### src/rtl/rfls_pkg.sv
// rfls_pkg: shared constants, frame record type and luma helper functions
// for the rgb565 frame luma statistics block; no dependencies
`timescale 1ns / 1ps

package rfls_pkg;

	localparam int unsigned CfgIdxW  = 2;
	localparam int unsigned CfgDataW = 16;
	localparam int unsigned PixW     = 16;
	localparam int unsigned LumaW    = 8;
	localparam int unsigned SumW     = 40;
	localparam int unsigned CntW     = 32;
	localparam int unsigned TotalW   = 32;
	localparam int unsigned QuoStepW = 3;

	localparam logic [CfgIdxW-1:0] REG_FRAME_WIDTH  = 2'd0;
	localparam logic [CfgIdxW-1:0] REG_FRAME_HEIGHT = 2'd1;

	localparam logic [CfgDataW-1:0] SIZE_MIN     = 16'd2;
	localparam logic [CfgDataW-1:0] WIDTH_RESET  = 16'd320;
	localparam logic [CfgDataW-1:0] HEIGHT_RESET = 16'd240;
	localparam logic [LumaW-1:0]    LUMA_MIN_RESET = 8'd255;
	localparam logic [LumaW-1:0]    LUMA_MAX_RESET = 8'd0;

	typedef struct packed {
		logic [LumaW-1:0] min_luma;
		logic [LumaW-1:0] max_luma;
		logic [SumW-1:0]  sum;
		logic [CntW-1:0]  count;
	} frame_rec_t;

	// floor(c*255/31) by reciprocal multiply, exact for 5-bit c
	function automatic logic [LumaW-1:0] expand5(input logic [4:0] c);
		logic [26:0] p;
		p = 27'(c) * 27'd255 * 27'd8457;
		return p[25:18];
	endfunction

	// floor(c*255/63) by reciprocal multiply, exact for 6-bit c
	function automatic logic [LumaW-1:0] expand6(input logic [5:0] c);
		logic [28:0] p;
		p = 29'(c) * 29'd255 * 29'd16645;
		return p[27:20];
	endfunction

	// floor(s/3) for s up to 765
	function automatic logic [LumaW-1:0] div3(input logic [9:0] s);
		logic [19:0] p;
		p = 20'(s) * 20'd683;
		return p[18:11];
	endfunction

endpackage

### src/rtl/rgb565_frame_luma_stats.sv
// rgb565_frame_luma_stats: one pixel per cycle; a frame's last pixel passes the
// expansion and luma registers into the record queue, the divider then loads it
// and works out the mean bit by bit, after which the result shows.
// Pixels stall only when the record queue and pipeline together fill up.
// Reset: size registers to 320 x 240, frame state cleared, no result waiting.
`timescale 1ns / 1ps

module rgb565_frame_luma_stats #(
	parameter int unsigned QUEUE_DEPTH = 4
) (
	input  logic                          clk,
	input  logic                          arst_n,
	input  logic                          cfg_we,
	input  logic [rfls_pkg::CfgIdxW-1:0]  cfg_index,
	input  logic [rfls_pkg::CfgDataW-1:0] cfg_data,
	input  logic                          push,
	output logic                          full,
	input  logic [rfls_pkg::PixW-1:0]     pixel_value,
	output logic                          empty,
	input  logic                          pop,
	output logic [rfls_pkg::LumaW-1:0]    frame_min_luma,
	output logic [rfls_pkg::LumaW-1:0]    frame_max_luma,
	output logic [rfls_pkg::LumaW-1:0]    frame_avg_luma
);

	localparam int unsigned LvlW = $clog2(QUEUE_DEPTH + 1);

	rfls_pkg::frame_rec_t rec_in, rec_out;
	logic                 rec_push, rec_pop, rec_valid;
	logic [LvlW-1:0]      level;

	rfls_front #(.DEPTH(QUEUE_DEPTH)) u_front (
		.clk         (clk),
		.arst_n      (arst_n),
		.cfg_we      (cfg_we),
		.cfg_index   (cfg_index),
		.cfg_data    (cfg_data),
		.push        (push),
		.pixel_value (pixel_value),
		.full        (full),
		.level       (level),
		.rec_push    (rec_push),
		.rec         (rec_in)
	);

	rfls_queue #(.DEPTH(QUEUE_DEPTH)) u_queue (
		.clk      (clk),
		.arst_n   (arst_n),
		.wr_en    (rec_push),
		.wr_data  (rec_in),
		.rd_en    (rec_pop),
		.rd_data  (rec_out),
		.nonempty (rec_valid),
		.level    (level)
	);

	rfls_back u_back (
		.clk            (clk),
		.arst_n         (arst_n),
		.rec_valid      (rec_valid),
		.rec            (rec_out),
		.rec_pop        (rec_pop),
		.empty          (empty),
		.pop            (pop),
		.frame_min_luma (frame_min_luma),
		.frame_max_luma (frame_max_luma),
		.frame_avg_luma (frame_avg_luma)
	);

endmodule

### src/rtl/rfls_front.sv
// rfls_front: size registers, luma pipeline and per-frame min/max/sum accumulation
// depends on rfls_pkg
`timescale 1ns / 1ps

module rfls_front #(
	parameter int unsigned DEPTH = 4,
	localparam int unsigned LvlW = $clog2(DEPTH + 1)
) (
	input  logic                          clk,
	input  logic                          arst_n,
	input  logic                          cfg_we,
	input  logic [rfls_pkg::CfgIdxW-1:0]  cfg_index,
	input  logic [rfls_pkg::CfgDataW-1:0] cfg_data,
	input  logic                          push,
	input  logic [rfls_pkg::PixW-1:0]     pixel_value,
	output logic                          full,
	input  logic [LvlW-1:0]               level,
	output logic                          rec_push,
	output rfls_pkg::frame_rec_t          rec
);

	logic [rfls_pkg::CfgDataW-1:0] width_q, height_q, size_clamped;
	logic [rfls_pkg::TotalW-1:0]   total_q;
	logic                          v_s1, v_s2;
	logic [rfls_pkg::LumaW-1:0]    r8_s1, g8_s1, b8_s1, luma_s2;
	logic [rfls_pkg::CntW-1:0]     pix_q, cnt_nxt;
	logic [rfls_pkg::LumaW-1:0]    min_q, max_q, min_nxt, max_nxt;
	logic [rfls_pkg::SumW-1:0]     sum_q, sum_nxt;
	logic [LvlW+1:0]               occupancy;
	logic                          accept, frame_end;

	// count records in flight so a frame end always finds a free slot
	assign occupancy = (LvlW+2)'(level) + (LvlW+2)'(v_s1) + (LvlW+2)'(v_s2);
	assign full      = occupancy >= (LvlW+2)'(DEPTH);
	assign accept    = push & ~full;

	assign size_clamped = (cfg_data < rfls_pkg::SIZE_MIN) ? rfls_pkg::SIZE_MIN : cfg_data;

	assign cnt_nxt   = pix_q + 1'b1;
	assign sum_nxt   = sum_q + rfls_pkg::SumW'(luma_s2);
	assign min_nxt   = (luma_s2 < min_q) ? luma_s2 : min_q;
	assign max_nxt   = (luma_s2 > max_q) ? luma_s2 : max_q;
	assign frame_end = cnt_nxt >= total_q;

	assign rec_push     = v_s2 & frame_end;
	assign rec.min_luma = min_nxt;
	assign rec.max_luma = max_nxt;
	assign rec.sum      = sum_nxt;
	assign rec.count    = cnt_nxt;

	always_ff @(posedge clk or negedge arst_n) begin
		if (!arst_n) begin
			width_q  <= rfls_pkg::WIDTH_RESET;
			height_q <= rfls_pkg::HEIGHT_RESET;
			total_q  <= rfls_pkg::TotalW'(rfls_pkg::WIDTH_RESET) *
				rfls_pkg::TotalW'(rfls_pkg::HEIGHT_RESET);
			v_s1     <= 1'b0;
			v_s2     <= 1'b0;
			pix_q    <= '0;
			min_q    <= rfls_pkg::LUMA_MIN_RESET;
			max_q    <= rfls_pkg::LUMA_MAX_RESET;
			sum_q    <= '0;
		end else begin
			if (cfg_we && cfg_index == rfls_pkg::REG_FRAME_WIDTH) begin
				width_q <= size_clamped;
			end
			if (cfg_we && cfg_index == rfls_pkg::REG_FRAME_HEIGHT) begin
				height_q <= size_clamped;
			end
			total_q <= rfls_pkg::TotalW'(width_q) * rfls_pkg::TotalW'(height_q);
			v_s1    <= accept;
			v_s2    <= v_s1;
			if (v_s2) begin
				if (frame_end) begin
					pix_q <= '0;
					min_q <= rfls_pkg::LUMA_MIN_RESET;
					max_q <= rfls_pkg::LUMA_MAX_RESET;
					sum_q <= '0;
				end else begin
					pix_q <= cnt_nxt;
					min_q <= min_nxt;
					max_q <= max_nxt;
					sum_q <= sum_nxt;
				end
			end
		end
	end

	// channel expansion, then luma
	always_ff @(posedge clk) begin
		if (accept) begin
			r8_s1 <= rfls_pkg::expand5(pixel_value[15:11]);
			g8_s1 <= rfls_pkg::expand6(pixel_value[10:5]);
			b8_s1 <= rfls_pkg::expand5(pixel_value[4:0]);
		end
		if (v_s1) begin
			luma_s2 <= rfls_pkg::div3(10'(r8_s1) + 10'(g8_s1) + 10'(b8_s1));
		end
	end

endmodule

### src/rtl/rfls_queue.sv
// rfls_queue: small register queue of finished frame records
// depends on rfls_pkg
`timescale 1ns / 1ps

module rfls_queue #(
	parameter int unsigned DEPTH = 4,
	localparam int unsigned PtrW = (DEPTH > 1) ? $clog2(DEPTH) : 1,
	localparam int unsigned LvlW = $clog2(DEPTH + 1)
) (
	input  logic                 clk,
	input  logic                 arst_n,
	input  logic                 wr_en,
	input  rfls_pkg::frame_rec_t wr_data,
	input  logic                 rd_en,
	output rfls_pkg::frame_rec_t rd_data,
	output logic                 nonempty,
	output logic [LvlW-1:0]      level
);

	rfls_pkg::frame_rec_t entries [DEPTH];
	logic [PtrW-1:0]      wr_ptr_q, rd_ptr_q;
	logic [LvlW-1:0]      level_q;

	assign rd_data  = entries[rd_ptr_q];
	assign nonempty = level_q != '0;
	assign level    = level_q;

	always_ff @(posedge clk or negedge arst_n) begin
		if (!arst_n) begin
			wr_ptr_q <= '0;
			rd_ptr_q <= '0;
			level_q  <= '0;
		end else begin
			if (wr_en) begin
				wr_ptr_q <= (wr_ptr_q == PtrW'(DEPTH - 1)) ? '0 : wr_ptr_q + 1'b1;
			end
			if (rd_en) begin
				rd_ptr_q <= (rd_ptr_q == PtrW'(DEPTH - 1)) ? '0 : rd_ptr_q + 1'b1;
			end
			if (wr_en && !rd_en) begin
				level_q <= level_q + 1'b1;
			end else if (rd_en && !wr_en) begin
				level_q <= level_q - 1'b1;
			end
		end
	end

	always_ff @(posedge clk) begin
		if (wr_en) begin
			entries[wr_ptr_q] <= wr_data;
		end
	end

endmodule

### src/rtl/rfls_back.sv
// rfls_back: bit-serial mean division and result register
// depends on rfls_pkg
`timescale 1ns / 1ps

module rfls_back (
	input  logic                       clk,
	input  logic                       arst_n,
	input  logic                       rec_valid,
	input  rfls_pkg::frame_rec_t       rec,
	output logic                       rec_pop,
	output logic                       empty,
	input  logic                       pop,
	output logic [rfls_pkg::LumaW-1:0] frame_min_luma,
	output logic [rfls_pkg::LumaW-1:0] frame_max_luma,
	output logic [rfls_pkg::LumaW-1:0] frame_avg_luma
);

	typedef enum logic [1:0] {ST_IDLE, ST_DIV, ST_HOLD} state_t;

	state_t                        state_q;
	logic [rfls_pkg::SumW-1:0]     rem_q, dsr_q;
	logic [rfls_pkg::LumaW-1:0]    quo_q, min_q, max_q;
	logic [rfls_pkg::QuoStepW-1:0] step_q;
	logic                          ge;

	assign ge      = rem_q >= dsr_q;
	assign rec_pop = (state_q == ST_IDLE) && rec_valid;
	assign empty   = state_q != ST_HOLD;

	assign frame_min_luma = min_q;
	assign frame_max_luma = max_q;
	assign frame_avg_luma = quo_q;

	always_ff @(posedge clk or negedge arst_n) begin
		if (!arst_n) begin
			state_q <= ST_IDLE;
			step_q  <= '0;
			rem_q   <= '0;
			dsr_q   <= '0;
			quo_q   <= '0;
			min_q   <= '0;
			max_q   <= '0;
		end else begin
			unique case (state_q)
				ST_IDLE: begin
					if (rec_valid) begin
						// quotient fits 8 bits, so start at divisor << 7
						rem_q   <= rec.sum;
						dsr_q   <= {1'b0, rec.count, 7'b0};
						quo_q   <= '0;
						min_q   <= rec.min_luma;
						max_q   <= rec.max_luma;
						step_q  <= '1;
						state_q <= ST_DIV;
					end
				end
				ST_DIV: begin
					if (ge) begin
						rem_q <= rem_q - dsr_q;
					end
					dsr_q  <= dsr_q >> 1;
					quo_q  <= {quo_q[rfls_pkg::LumaW-2:0], ge};
					step_q <= step_q - 1'b1;
					if (step_q == '0) begin
						state_q <= ST_HOLD;
					end
				end
				ST_HOLD: begin
					if (pop) begin
						state_q <= ST_IDLE;
					end
				end
				default: begin
					state_q <= ST_IDLE;
				end
			endcase
		end
	end

endmodule

### config.mk
export PLATFORM = sky130hd
export DESIGN_NAME = rgb565_frame_luma_stats
export DESIGN_NICKNAME = d
export VERILOG_FILES = /design/src/rtl/rfls_pkg.sv /design/src/rtl/rgb565_frame_luma_stats.sv /design/src/rtl/rfls_front.sv /design/src/rtl/rfls_queue.sv /design/src/rtl/rfls_back.sv
export SDC_FILE = /design/constraint.sdc
export NUM_CORES = 2
export LEC_CHECK = 0
export BUFFER_PORTS_ARGS = -buffer_cell sky130_fd_sc_hd__buf_2
export CORE_MARGIN = 2
export CORE_UTILIZATION = 25
export CTS_CLUSTER_DIAMETER = 40
export DETAILED_ROUTE_END_ITERATION = 6
export PLACE_DENSITY_LB_ADDON = 0.25
export SETUP_SLACK_MARGIN = 0.15
export SYNTH_ARGS = -nofsm -noshare
export SYNTH_HDL_FRONTEND = slang
export SYNTH_SLANG_ARGS = --single-unit
### constraint.sdc
create_clock -name clk -period 15.85 [get_ports clk]
set_clock_uncertainty 0.1 [all_clocks]
set_input_delay 2.3775 -clock clk [delete_from_list [all_inputs] [get_ports clk]]
set_output_delay 2.3775 -clock clk [all_outputs]
set_load 0.005 [all_outputs]
## Word-level counts from Yosys, hierarchy flattened

Memory sizes are Yosys's and may differ from the RTL's.
Index checks and enable logic that the tools add are counted.

| word-level totals | value |
|---|---|
| flip-flop bits (word level) | 302 |
| bits in writable memories | 352 |
| memories kept | 1 |

| operators by class | value |
|---|---|
| add/sub/neg operators | 12 |
| $mul | 8 |
| order comparisons | 6 |
| equal/unequal tests | 10 |
| multiplexer cells | 26 |
| bitwise operators | 3 |
| reductions and logical operators | 17 |

Memory list:

| memory | words | width | rd ports | clocked after Yosys merged registers in | write ports | RTL line | source |
|---|---|---|---|---|---|---|---|
| u_queue.entries | 4 | 88 | 1 | 0 | 1 | rfls_queue.sv:20 | `rfls_pkg::frame_rec_t entries [DEPTH];` |

Operators with widths:

| kind | number |
|---|---|
| $mux 40 | 4 |
| $pmux 40 s2 | 2 |
| $mul 13x14->26 const B | 2 |
| $add 40x8->40 | 1 |
| $ge 40x40->1 | 1 |
| $mux 8 | 5 |
| $sub 40x40->40 | 1 |
| $add 32x1->32 const B | 1 |
| $ge 32x32->1 | 1 |
| $mul 16x16->32 | 1 |
| $mux 32 | 1 |
| $mul 14x15->28 const B | 1 |
| $mul 5x8->13 const B | 2 |
| $mul 10x10->19 const B | 1 |
| $lt 16x2->1 const B | 1 |
| $mux 16 | 1 |
| $pmux 8 s2 | 1 |
| $mul 6x8->14 const B | 1 |
| $add 10x8->10 | 1 |
| $mux 2 | 5 |
| $add 8x8->9 | 1 |
| $mux 3 | 3 |
| $gt 8x8->1 | 1 |
| $lt 8x8->1 | 1 |
| 23 further kinds | 42 |

## Depth between registers and ports, before layout

| logic depth | value |
|---|---|
| depth after elaboration | 7 |
| mapped depth | 33 |
| gate-level depth less buffers | 33 |

## By module

From an unflattened synthesis, not the netlist that was laid out.

| unflattened totals | value |
|---|---|
| cell total of the unflattened synthesis | 4195 |
| area, all modules | 46992.6 um^2 |

By module, submodules not included:

| module | instances | cells an instance | area each (um^2) | seq. area each (um^2) |
|---|---|---|---|---|
| rfls_front | 1 | 2796 | 26794.4 | 4837.1 |
| rfls_queue | 1 | 496 | 13196.4 | 10745.3 |
| rfls_back | 1 | 903 | 7001.7 | 2702.6 |

## Worst setup path after synthesis

Ideal clock, no wire load.

| path | value |
|---|---|
| path kind | input to register |
| from | input pixel_value[8] (netlist bit) |
| to | register u_front.g8_s1[7] (netlist bit), data pin |
| arrival | 9485 ps |
| data required time | 15483 ps |
| path slack | 5999 ps |
| stages on the path | 30 |
| buffers on the path | 0 |
| cell sequence | fa_1 -> inv_1 -> fa_1 -> fa_1 -> inv_1 -> ha_1 -> a21o_1 -> a21oi_1 -> o21ai_1 -> or4_1 -> a31oi_1 -> o21bai_1 -> xnor2_2 -> and2_1 -> ha_1 -> xor2_1 -> ha_1 -> inv_1 -> fa_1 -> inv_1 -> ha_1 -> ha_1 -> ha_1 -> nand4_1 -> or2_2 -> a32oi_1 -> a41o_1 -> a41o_1 -> o21ai_0 -> xnor2_1 |

| on the way | value |
|---|---|
| longest elaborated chain between the ends | 2 |

RTL lines:

| item | RTL line | source |
|---|---|---|
| start: declaration | rgb565_frame_luma_stats.sv:18 | `input logic [rfls_pkg::PixW-1:0] pixel_value,` |
| $mul 6x8->14 | rfls_pkg.sv:42 | `p = 29'(c) * 29'd255 * 29'd16645;` |
| $mul 14x15->28 | rfls_pkg.sv:42 |  |
| end signal: assignment | rfls_front.sv:93 | `g8_s1 <= rfls_pkg::expand6(pixel_value[10:5]);` |
| end: declaration | rfls_front.sv:25 | `logic [rfls_pkg::LumaW-1:0] r8_s1, g8_s1, b8_s1, luma_s2;` |

Every way passes these cells.
A chain may end at the register's enable or synchronous reset.

## Worst setup path after layout

Ends and elaborated chain as after synthesis.

==> impl_metrics.ini <==
[global_routing]
grt_max_degree = 76
grt_pass1_wl_mm = 182
grt_use_total_pct = 11.9
overflow = 0
grt_antenna_before_repair = 2
grt_pass1_vias = 32400

[layout]
fillers = 19400
drive_above_1_share_pct = 11.5
syn_to_final_growth_pct = 14.4
register_area_um2 = 18300
multi_input_area_um2 = 26200
nets = 5109

[cts]
insertion_delay_ns = 0.72
clock_sinks = 653
numCtsBuffers = 106
cts-root-buf = clkbuf_16
h-tree-depth = 3
post_cts_resized = 0
cts_tree = done
clock_path_buffers = 3
path_clk_slew_ns = 0.06
ctsHoldBuffers = 0
post_cts_buffers = 0

[drt]
drt_first_pass_iters = 5
viasPerCell = 4.48
via_count = 30700
wire_per_inst_um = 16.4
finalWirelength_mm = 112
ant_nets = 0
route.detailed.drc = 0
drt_iter0_drc = 1627

[synth]
synth_top_flop_cell = edfxtp_1
netlist_area_um2 = 47100
syn-num-nets = 5058
ys_seq_area_share_pct = 38.8
avgSynthCellArea_um2 = 11.2
syn_inst = 4199
synth_edf_count = 384
async_reset_ff_share_pct = 41.2
yosys_warnings = 0
ys_seq_elements = 653
ys_types = 95

[setup_path]
required_ns = 16.21
reg2reg_to = u_front.luma_s2[7]
cpPeakStageDelay_ns = 0.66
crit_fanout = 6
setup.worst_path.class = input pin to flip-flop
r2r_start = u_front.g8_s1[0]
rrSetupSlack_ns = 8.41
cpMaxStageDelayCell = fa_1
worst-path-buf-inv = 5
r2r_cells = 27
cpLargestDelayFamily = adder cells
cpMostUsedCell = ha_1
crit_path_end_kind = flip-flop
worstPathArrival_ns = 10.27
start_kind = input pin

[outcome]
status = completed

[place]
dp_hpwl_mm = 79.2
place.gp.congestion = 0.791
port_buffers = 64

[sta]
fmax_ghz = 0.101
finalCriticalPeriod_ns = 9.91
setup_viol = 0
slew_headroom_pct = 29.6
hold_viol = 0
period_share_pct = 62.5
tightest_slew_ns = 1.05
tns_ns = 0
drv_slew = 0
rsz0062_at_grt = no

[floorplan]
pin_count = 65
die_w_um = 438
start_util_pct = 25.1
row_count = 159
chipHeight_um = 438
core_um2 = 187000
die_area_um2 = 192000

[worst_hold_path]
hold_end = u_back.frame_min_luma[0]
hold_class = flip-flop to flip-flop
hp-start = u_back.frame_min_luma[0]
hold-path-cell-count = 2

[flow_run]
maxCapViolCount = 0
## cells in the mapped netlist (12+ instances only)
| cell | n | area [um^2] |
|---|---|---|
| edfxtp_1 | 384 | 11500 |
| nand4_1 | 35 | 219 |
| nand2_1 | 403 | 1510 |
| o31ai_1 | 15 | 113 |
| o2bb2ai_1 | 19 | 166 |
| inv_1 | 541 | 2030 |
| nor2b_1 | 25 | 156 |
| buf_1 | 17 | 63.8 |
| a21o_1 | 58 | 435 |
| nand2b_1 | 16 | 100 |
| xor2_1 | 55 | 482 |
| dfstp_2 | 18 | 473 |
| mux2_2 | 47 | 529 |
| o31a_1 | 13 | 114 |
| nor3_1 | 73 | 365 |
| nor2_1 | 153 | 574 |
| and3_1 | 27 | 169 |
| a211oi_1 | 19 | 143 |
| nor4_1 | 12 | 75.1 |
| a22oi_1 | 33 | 248 |
| ha_1 | 539 | 6740 |
| o21a_1 | 44 | 330 |
| o21bai_1 | 17 | 128 |
| and2_1 | 111 | 694 |
| clkbuf_1 | 104 | 390 |
| a31o_2 | 13 | 114 |
| a22o_1 | 24 | 210 |
| a21oi_1 | 139 | 696 |
| dfrtp_1 | 251 | 6280 |
| mux4_2 | 88 | 1980 |
| a31oi_1 | 31 | 194 |
| o22ai_1 | 13 | 81.3 |
| or3_1 | 13 | 81.3 |
| nand3_1 | 86 | 430 |
| fa_1 | 281 | 5630 |
| o21ai_1 | 15 | 75.1 |
| buf_2 | 30 | 150 |
| o21ai_0 | 160 | 801 |
| xnor2_1 | 136 | 1190 |
## stage by stage
stage | util (%) | worst slack, ns | cells | hold slack (ns) | area, um^2
3_3_place_gp | 26.8 | 5.19 | 6637 | 0.354 | 50200
5_1_grt | 28.7 | 5.42 | 6838 | 0.409 | 53900
3_5_place_dp | 26.8 | 5.12 | 6637 | 0.357 | 50200
4_1_cts | 28.7 | 5.92 | 6837 | 0.371 | 53900
6_report | 28.7 | 5.94 | 6839 | 0.365 | 53900
2_1_floorplan | - | 6.00 | 4199 | 0.345 | 47100
## layout by cell type (no fill, tap or decap), drive strengths merged, types with 98 or more instances in the layout
master,instances
nor2,153
fa,281
dfrtp,251
nand2,403
o21ai,176
edfxtp,384
xnor2,137
and2,111
buf,98
a21oi,143
ha,539
inv,568
clkbuf,120
## final cells by class
cell class | count | area share, %
timing repair buffer | 98 | 1.09
tap | 2495 | 5.79
clock buffer | 120 | 5.10
antenna | 2 | 0.00929
multi-input combinational | 2850 | 48.6
clock inverter | 80 | 1.67
inverter | 541 | 3.77
sequential | 653 | 34.0
## kinds of logic (layout without fill, tap and decap cells)
| family | count (synthesis) | after routing | synth area share (%) |
|---|---|---|---|
| xor+xnor | 192 | 192 | 3.59 |
| flops | 653 | 653 | 38.8 |
| fa+ha+maj | 820 | 820 | 26.3 |
| mux | 148 | 148 | 5.64 |
| other cells | 0 | 2 | 0 |
| simple gates | 994 | 994 | 10.0 |
| compound gates | 696 | 696 | 9.95 |
| buf+inv | 696 | 839 | 5.69 |
## worst max path at each step
stage / startpoint / endpoint / slack [ns] / depth (start not counted)
floorplan: pixel_value[8] / u_front.g8_s1[7] / 6.00 / 30
global placement: pixel_value[8] / u_front.g8_s1[7] / 5.19 / 31
detailed placement: pixel_value[8] / u_front.g8_s1[7] / 5.12 / 32
CTS: pixel_value[8] / u_front.g8_s1[7] / 5.92 / 32
global route: pixel_value[8] / u_front.g8_s1[7] / 5.42 / 32
finish: pixel_value[8] / u_front.g8_s1[7] / 5.94 / 32
## sequential cells by signal, indices dropped and copies added, names as in the netlist, 16 cells and up
signal / count
u_back.dsr_q: 39
u_front.total_q: 32
u_front.pix_q: 32
u_front.width_q: 16
u_front.height_q: 16
u_queue.entries: 352
u_back.rem_q: 40
u_front.sum_q: 40
## metal layers
layer	routed length [um]	track usage (%)	vias to the layer above
met2	52600	19.7	435
met4	2200	3.36	0
met5	0	0	-
met3	3610	1.49	132
li1	-	-	14800
met1	54000	16.2	15300
## worst reg2reg max path: cells and delay by family, from the launching register on
kind / cells / cell delay, ns
adders and majority gates: 9 / 3.33
AOI/OAI and AO/OA: 11 / 2.40
xor gates and xnor gates: 3 / 0.72
DFF: 1 / 0.37
and+or+nand+nor: 2 / 0.16
buffers and inverters: 2 / 0.10
Power is left out: the tool's default activity adds up to more than one toggle a clock period on the data nets, which glitch-free logic cannot reach.
